<file path="config.mk">
export PLATFORM = sky130hd
export DESIGN_NAME = detector_fault_monitor
export DESIGN_NICKNAME = d
export VERILOG_FILES = /design/src/hdl/dfm_pkg.sv /design/src/hdl/dfm_lane.sv /design/src/hdl/dfm_merge.sv /design/src/hdl/detector_fault_monitor.sv
export SDC_FILE = /design/constraint.sdc
export NUM_CORES = 2
export LEC_CHECK = 0
export BUFFER_PORTS_ARGS = -buffer_cell sky130_fd_sc_hd__buf_2
export CORE_MARGIN = 2
export CORE_UTILIZATION = 50
export DETAILED_ROUTE_END_ITERATION = 7
export PLACE_DENSITY = 0.66
export RECOVER_POWER = 50
export SYNTH_ARGS = -nofsm -noshare
export SYNTH_HDL_FRONTEND = slang
export SYNTH_SLANG_ARGS = --single-unit
</file>
<file path="constraint.sdc">
create_clock -name clk -period 4.83 [get_ports clk]
set_input_delay 0.7245 -clock clk [delete_from_list [all_inputs] [get_ports clk]]
set_output_delay 0.7245 -clock clk [all_outputs]
set_load 0.02 [all_outputs]
</file>
<file path="src/hdl/dfm_pkg.sv">
// dfm_pkg: shared types and constants for the detector fault monitor.
// Used by dfm_lane, dfm_merge and detector_fault_monitor. No dependencies.
`default_nettype none

package dfm_pkg;

  // Counter and limit widths
  localparam int CNT_W   = 16;
  localparam int LIMIT_W = 8;
  localparam int PRESC_W = 6;
  localparam int MAX_DET = 8;

  localparam logic [CNT_W-1:0]   CNT_SAT      = 16'hffff;
  localparam logic [CNT_W-1:0]   MINUTE_TICKS = 16'd60;
  localparam logic [PRESC_W-1:0] PRESC_LAST   = 6'd59;

  // Configuration register indexes
  typedef enum logic [1:0] {
    CFG_IDLE_LIMITS     = 2'd0,
    CFG_PRESENCE_LIMITS = 2'd1,
    CFG_ERRATIC_LIMITS  = 2'd2
  } cfg_idx_t;

  // Fault bits of one detector
  typedef struct packed {
    logic err;
    logic pres;
    logic idle;
  } lane_faults_t;

endpackage : dfm_pkg

`default_nettype wire

</file>
<file path="src/hdl/dfm_lane.sv">
// dfm_lane: per-detector counters and fault evaluation for one detector.
// Depends on dfm_pkg.
`default_nettype none

module dfm_lane
  import dfm_pkg::*;
(
  input  wire logic               clk,
  input  wire logic               rst_n,
  input  wire logic               tick,
  input  wire logic               minute,
  input  wire logic               active,
  input  wire logic               erratic,
  input  wire logic [LIMIT_W-1:0] idle_lim,
  input  wire logic [LIMIT_W-1:0] pres_lim,
  input  wire logic [LIMIT_W-1:0] err_lim,
  output lane_faults_t            faults_nxt
);

  logic [CNT_W-1:0] active_cnt_r, active_cnt_nxt;
  logic [CNT_W-1:0] idle_cnt_r, idle_cnt_nxt;
  logic [CNT_W-1:0] err_cnt_r, err_cnt_upd, err_cnt_nxt;
  lane_faults_t     faults_r;
  logic [CNT_W-1:0] idle_thr, pres_thr;

  // Saturating second and event counters
  always_comb begin
    active_cnt_nxt = active_cnt_r;
    idle_cnt_nxt   = idle_cnt_r;
    if (active) begin
      if (active_cnt_r != CNT_SAT) active_cnt_nxt = active_cnt_r + 1'b1;
    end else begin
      if (idle_cnt_r != CNT_SAT) idle_cnt_nxt = idle_cnt_r + 1'b1;
    end
    err_cnt_upd = err_cnt_r;
    if (erratic && (err_cnt_r != CNT_SAT)) err_cnt_upd = err_cnt_r + 1'b1;
    err_cnt_nxt = minute ? '0 : err_cnt_upd;
  end

  // Limits in minutes scaled to seconds (max 15300, fits the counter width)
  assign idle_thr = CNT_W'(idle_lim) * MINUTE_TICKS;
  assign pres_thr = CNT_W'(pres_lim) * MINUTE_TICKS;

  // Minute evaluation on the updated counts; zero limit holds the bit
  always_comb begin
    faults_nxt = faults_r;
    if (minute) begin
      if (idle_lim != '0) faults_nxt.idle = (idle_cnt_nxt >= idle_thr);
      if (pres_lim != '0) faults_nxt.pres = (active_cnt_nxt >= pres_thr);
      if (err_lim != '0)  faults_nxt.err  = (err_cnt_upd > CNT_W'(err_lim));
    end
  end

  always_ff @(posedge clk) begin
    if (!rst_n) begin
      active_cnt_r <= '0;
      idle_cnt_r   <= '0;
      err_cnt_r    <= '0;
      faults_r     <= '0;
    end else if (tick) begin
      active_cnt_r <= active_cnt_nxt;
      idle_cnt_r   <= idle_cnt_nxt;
      err_cnt_r    <= err_cnt_nxt;
      faults_r     <= faults_nxt;
    end
  end

endmodule : dfm_lane

`default_nettype wire

</file>
<file path="src/hdl/dfm_merge.sv">
// dfm_merge: gathers lane fault bits into per-kind vectors and holds the
// result in the output register. Depends on dfm_pkg.
`default_nettype none

module dfm_merge
  import dfm_pkg::*;
#(
  parameter int DETECTORS = 8
) (
  input  wire logic                clk,
  input  wire logic                rst_n,
  input  wire logic                load,
  input  wire logic                out_stall,
  input  wire lane_faults_t        lane_faults [DETECTORS],
  input  wire logic                door,
  input  wire logic                minute,
  output logic                     out_valid,
  output logic [MAX_DET-1:0]       idle_faults,
  output logic [MAX_DET-1:0]       presence_faults,
  output logic [MAX_DET-1:0]       erratic_faults,
  output logic                     door_alarm,
  output logic                     minute_done
);

  logic               valid_r, valid_nxt;
  logic [MAX_DET-1:0] idle_v, pres_v, err_v;
  logic [MAX_DET-1:0] idle_r, pres_r, err_r;
  logic               door_r, minute_r;

  // Pack lane results; detectors beyond DETECTORS read as zero
  always_comb begin
    idle_v = '0;
    pres_v = '0;
    err_v  = '0;
    for (int k = 0; k < DETECTORS; k++) begin
      idle_v[k] = lane_faults[k].idle;
      pres_v[k] = lane_faults[k].pres;
      err_v[k]  = lane_faults[k].err;
    end
  end

  // Output register: loaded on input transfer, held while stalled
  assign valid_nxt = load | (valid_r & out_stall);

  always_ff @(posedge clk) begin
    if (!rst_n) begin
      valid_r <= 1'b0;
    end else begin
      valid_r <= valid_nxt;
    end
  end

  always_ff @(posedge clk) begin
    if (load) begin
      idle_r   <= idle_v;
      pres_r   <= pres_v;
      err_r    <= err_v;
      door_r   <= door;
      minute_r <= minute;
    end
  end

  assign out_valid       = valid_r;
  assign idle_faults     = idle_r;
  assign presence_faults = pres_r;
  assign erratic_faults  = err_r;
  assign door_alarm      = door_r;
  assign minute_done     = minute_r;

endmodule : dfm_merge

`default_nettype wire

</file>
<file path="src/hdl/detector_fault_monitor.sv">
// detector_fault_monitor: top level, limit registers, minute prescaler,
// one dfm_lane per detector and the dfm_merge output stage. Depends on dfm_pkg.
//
//   channel   handshake               payload
//   in_       in_valid / in_stall     active_bits, erratic_pulses, door_change
//   out_      out_valid / out_stall   idle/presence/erratic_faults, door_alarm,
//                                     minute_done
//   cfg_      cfg_valid / cfg_ready   cfg_index (2b), cfg_data (64b)
//
// One tick is accepted per cycle while in_stall is low; its result appears in the
// output register on the next cycle (lane update combinational, registered in merge).
// in_stall is high only while a result waits and out_stall is high.
// Synchronous active-low reset clears counters, fault bits, limits, prescaler.
// cfg_ready is always high.
`default_nettype none

module detector_fault_monitor
  import dfm_pkg::*;
#(
  parameter int DETECTORS = 8
) (
  input  wire logic               clk,
  input  wire logic               rst_n,
  // tick input
  input  wire logic               in_valid,
  output logic                    in_stall,
  input  wire logic [MAX_DET-1:0] in_active_bits,
  input  wire logic [MAX_DET-1:0] in_erratic_pulses,
  input  wire logic               in_door_change,
  // result output
  output logic                    out_valid,
  input  wire logic               out_stall,
  output logic [MAX_DET-1:0]      out_idle_faults,
  output logic [MAX_DET-1:0]      out_presence_faults,
  output logic [MAX_DET-1:0]      out_erratic_faults,
  output logic                    out_door_alarm,
  output logic                    out_minute_done,
  // configuration writes
  input  wire logic               cfg_valid,
  output logic                    cfg_ready,
  input  wire logic [1:0]         cfg_index,
  input  wire logic [63:0]        cfg_data
);

  logic [63:0]        idle_lim_r, pres_lim_r, err_lim_r;
  logic [PRESC_W-1:0] presc_r, presc_nxt;
  logic               tick, minute;
  lane_faults_t       lane_faults [DETECTORS];

  // Input transfer
  assign in_stall = out_valid & out_stall;
  assign tick     = in_valid & ~in_stall;

  // Limit registers
  assign cfg_ready = 1'b1;

  always_ff @(posedge clk) begin
    if (!rst_n) begin
      idle_lim_r <= '0;
      pres_lim_r <= '0;
      err_lim_r  <= '0;
    end else if (cfg_valid && cfg_ready) begin
      unique case (cfg_idx_t'(cfg_index))
        CFG_IDLE_LIMITS:     idle_lim_r <= cfg_data;
        CFG_PRESENCE_LIMITS: pres_lim_r <= cfg_data;
        CFG_ERRATIC_LIMITS:  err_lim_r  <= cfg_data;
        default: ;
      endcase
    end
  end

  // Seconds-to-minute prescaler, counts 0..59
  assign minute    = (presc_r == PRESC_LAST);
  assign presc_nxt = minute ? '0 : presc_r + 1'b1;

  always_ff @(posedge clk) begin
    if (!rst_n) begin
      presc_r <= '0;
    end else if (tick) begin
      presc_r <= presc_nxt;
    end
  end

  // One lane per detector
  for (genvar k = 0; k < DETECTORS; k++) begin : g_lane
    dfm_lane u_lane (
      .clk        (clk),
      .rst_n      (rst_n),
      .tick       (tick),
      .minute     (minute),
      .active     (in_active_bits[k]),
      .erratic    (in_erratic_pulses[k]),
      .idle_lim   (idle_lim_r[k*LIMIT_W +: LIMIT_W]),
      .pres_lim   (pres_lim_r[k*LIMIT_W +: LIMIT_W]),
      .err_lim    (err_lim_r[k*LIMIT_W +: LIMIT_W]),
      .faults_nxt (lane_faults[k])
    );
  end

  // Merge and output register
  dfm_merge #(
    .DETECTORS (DETECTORS)
  ) u_merge (
    .clk             (clk),
    .rst_n           (rst_n),
    .load            (tick),
    .out_stall       (out_stall),
    .lane_faults     (lane_faults),
    .door            (in_door_change),
    .minute          (minute),
    .out_valid       (out_valid),
    .idle_faults     (out_idle_faults),
    .presence_faults (out_presence_faults),
    .erratic_faults  (out_erratic_faults),
    .door_alarm      (out_door_alarm),
    .minute_done     (out_minute_done)
  );

endmodule : detector_fault_monitor

`default_nettype wire
</file>
==> flow_summary.yaml <==
floorplanning:
  coreArea_um2: 105000
  start_util_pct: 50.3
  row_count: 119
  die_y_um: 329
  ios: 117
  fp.dieW_um: 329
  die_area_um2: 108000
setup_path:
  rr_endpoint: "u_merge.presence_faults[1]"
  crit_buf_inv: 2
  crit_family: "adder cells"
  cp_data_required_time_ns: 5.22
  cpPeakStageDelay_ns: 0.51
  cp_num_cells: 17
  critPathMaxFanout: 4
  r2r_cells: 17
  critPathArrivalTime_ns: 4.96
  r2r_slack_ns: 0.26
  r2r_start: "pres_lim_r[10]"
  crit_type: "flop to flop"
  cp-end-kind: "flop"
  crit_path_start_kind: "flop"
  cpMaxStageDelayCell: "fa_1"
  crit_chain: "inv_1, fa_1, fa_1, inv_1, ha_1, a21oi_2, o22ai_1, or4_1, and3_1, a311oi_1, ha_1, nand4_1, o211ai_1, nor3_1, o2111ai_1, a41oi_2, nor2_1"
grt:
  grt_usage_pct: 23.5
  antenna_found_initial: 11
  grt-ovfl-total: 0
  grt_pass1_vias: 42282
  grt_pass1_wl_mm: 213
  grt_max_degree: 148
drt:
  dr.pass1.iters: 6
  drcViolationCount: 0
  via_count: 44907
  wl_per_cell_um: 16.0
  routed_wl_mm: 128
  ant_nets: 0
  drt_iter0_drc: 2908
  vias_per_cell: 5.64
cts:
  cts_buffer_depth: 3
  cts_buffers: 80
  cts_root_buf: "clkbuf_16"
  clock_latency_ns: 0.65
  tritoncts: "done"
  cts_max_level: 3
  clk_pin_slew_ns: 0.07
  cts_sinks: 633
min_path:
  hold_end: "u_merge.door_alarm"
  worstHoldPathCells: 1
  holdCritPathClass: "primary input to flop"
  holdCritStartpoint: "in_door_change"
finish:
  final_util_pct: 54.3
  stdcell_area_um2: 56900
  nets: 7383
  fillers: 9857
  area_growth_syn_to_layout_pct: 7.99
  layout-drive-gt1-share_pct: 5.34
power:
  irDropWorstVdd_mv: 0.276
  total_power_mw: 13.5
  power.density_nw_per_um2: 237
  p_leak_nw: 23.1
placed_design:
  io_buffer_count: 115
  globalplace.congestion: 0.860
  dpl_cell_area_um2: 54200
  post-dp-hpwl_mm: 92.1
logic_synthesis:
  synth_seq_cells: 633
  synth_seq_area_share_pct: 24.5
  synth.avg_cell_area_um2: 8.02
  syn_inst: 6570
  syn_area_um2: 52700
  synth_edf_count: 26
  synth_cell_type_count: 98
  ys.flop_type: "dfxtp_1"
  ys.warnings.count: 0
  async_reset_ff_share_pct: 0
  syn-num-nets: 7451
sta:
  setup_tns_ns: 0
  timing.final.hold_violations: 0
  setup_violations: 0
  holdWs_ns: 0.274
  finClkSkew_ns: 0.0275
  fmax_mhz: 219
  maxSlewHeadroom_pct: -162
  layout_min_cycle_time_ns: 4.57
  finalMaxSlewViolations: 558
  rsz0062_at_grt: "no"
  timing.final.crit_share_pct: 94.6
  worst_slew_pin_slew_ns: 3.93
run:
  drv_cap: 7
outcome:
  outcome: "complete, but fails checks"
  violations: "max-capacitance violations, max-slew violations"
logic make-up after synthesis:
group                      after synthesis  share of synthesized area, %
DFF                                    633                          24.5
muxes                                   68                          1.35
adders and majority gates              793                          21.8
buffers and inverters                  860                          6.21
AOI/OAI and AO/OA                     1242                          14.6
xor gates and xnor gates               517                          8.60
and+or+nand+nor                       2456                          22.9
other                                    1                       0.00712
routing by layer:
metal,share of wire [%],GRT usage (%)
met1,47,32.0
met2,46,38.3
met3,5.1,3.37
met4,2.7,7.48
met5,0.024,0
per-stage QoR:
step	instances	worst slack, ns
2_1_floorplan	6570	0.596
3_3_place_gp	7811	0.366
3_5_place_dp	7811	0.211
4_1_cts	7958	0.200
5_1_grt	7959	0.00303
6_report	7963	0.262
power by group:
group	switching, mW	internal, mW	leakage, nW
clock	2.49	3.73	1.33
combinational	1.11	0.671	16.6
sequential	0.103	5.35	5.17
total	3.71	9.75	23.1
final cells by class:
| cell class | instances | area [um2] | share of cell area (%) |
|---|---|---|---|
| inverter | 559 | 2110 | 3.71 |
| clock buffer | 117 | 2400 | 4.22 |
| multi-input combinational | 5077 | 36500 | 64.2 |
| clock inverter | 30 | 330 | 0.581 |
| sequential | 633 | 12900 | 22.7 |
| timing repair buffer | 151 | 833 | 1.46 |
| tap | 1391 | 1740 | 3.06 |
| antenna | 5 | 12.5 | 0.0220 |
worst max-delay path by stage:
stage / from / to / slack (ns)
after floorplan: pres_lim_r[49] / u_merge.presence_faults[6] / 0.60
after global placement: idle_lim_r[43] / u_merge.idle_faults[5] / 0.37
after detailed placement: idle_lim_r[42] / u_merge.idle_faults[5] / 0.21
after CTS: idle_lim_r[42] / u_merge.idle_faults[5] / 0.20
after global routing: pres_lim_r[42] / u_merge.presence_faults[5] / 0.003
final: pres_lim_r[10] / u_merge.presence_faults[1] / 0.26
synth_stat cells (16+ instances only):
library cell	count	area (um2)
or4_1	36	270
a31oi_1	60	375
a21oi_1	522	2610
and4_1	54	473
o211ai_1	37	278
a211oi_1	47	353
dfxtp_1	607	12200
nand2b_1	39	244
fa_1	208	4160
nor2_1	492	1850
buf_1	26	97.6
nand2_1	815	3060
or3_1	52	325
buf_2	24	120
mux2_2	25	282
o21a_1	35	263
o21ai_0	228	1140
mux2i_1	43	430
and3_1	91	569
a21boi_0	16	120
clkbuf_1	246	923
xor2_1	243	2130
a21o_1	64	480
a2111oi_0	16	140
or2_2	22	138
a22oi_1	25	188
nor4_1	80	500
o2111ai_1	19	166
inv_1	559	2100
and2_1	56	350
nand3_1	205	1030
edfxtp_1	26	781
ha_1	585	7320
nor3_1	185	926
nor3b_1	18	135
nand4_1	187	1170
nor2b_1	52	325
xnor2_1	274	2400
cell usage in the layout (no fill, tap or decap), types with 51 or more instances in the layout:
cell type,netlist,final
ha_1,585,585
clkbuf_16,0,86
or3_1,52,52
fa_1,208,208
and4_1,54,54
nor2b_1,52,51
nor2_1,492,490
dfxtp_1,607,607
nor4_1,80,79
nand2_1,815,813
inv_1,559,555
o21ai_0,228,228
a21o_1,64,64
and3_1,91,91
nand4_1,187,187
a31oi_1,60,60
buf_2,24,85
and2_1,56,54
a21oi_1,522,520
nor3_1,185,185
xnor2_1,274,274
nand3_1,205,205
xor2_1,243,243
sequential cells by signal, summed over array words and instances (netlist names):
name                        flops
g_lane.u_lane.active_cnt_r    128
g_lane.u_lane.err_cnt_r       128
g_lane.u_lane.idle_cnt_r      128
err_lim_r                      64
idle_lim_r                     64
pres_lim_r                     64
g_lane.u_lane.faults_r         24
u_merge.erratic_faults          8
u_merge.idle_faults             8
u_merge.presence_faults         8
presc_r                         6
u_merge.door_alarm              1
u_merge.minute_done             1
u_merge.out_valid               1
what timing repair did:
action / in CTS / in global routing
buffers inserted: 0 / 0
hold buffers: 0 / 0
gates resized for setup: 0 / 9
endpoints found under the setup margin: 0 / 7
worst register-to-register path, stage by stage (launching register included):
cell	delay, ns
dfxtp_1	0.38
inv_1	0.12
fa_1	0.49
fa_1	0.51
inv_1	0.04
ha_1	0.34
a21oi_2	0.19
o22ai_1	0.12
or4_1	0.43
and3_1	0.16
a311oi_1	0.26
ha_1	0.33
nand4_1	0.20
o211ai_1	0.14
nor3_1	0.18
o2111ai_1	0.14
a41oi_2	0.21
nor2_1	0.09
No activity file was read; power rests on OpenSTA's default activity.
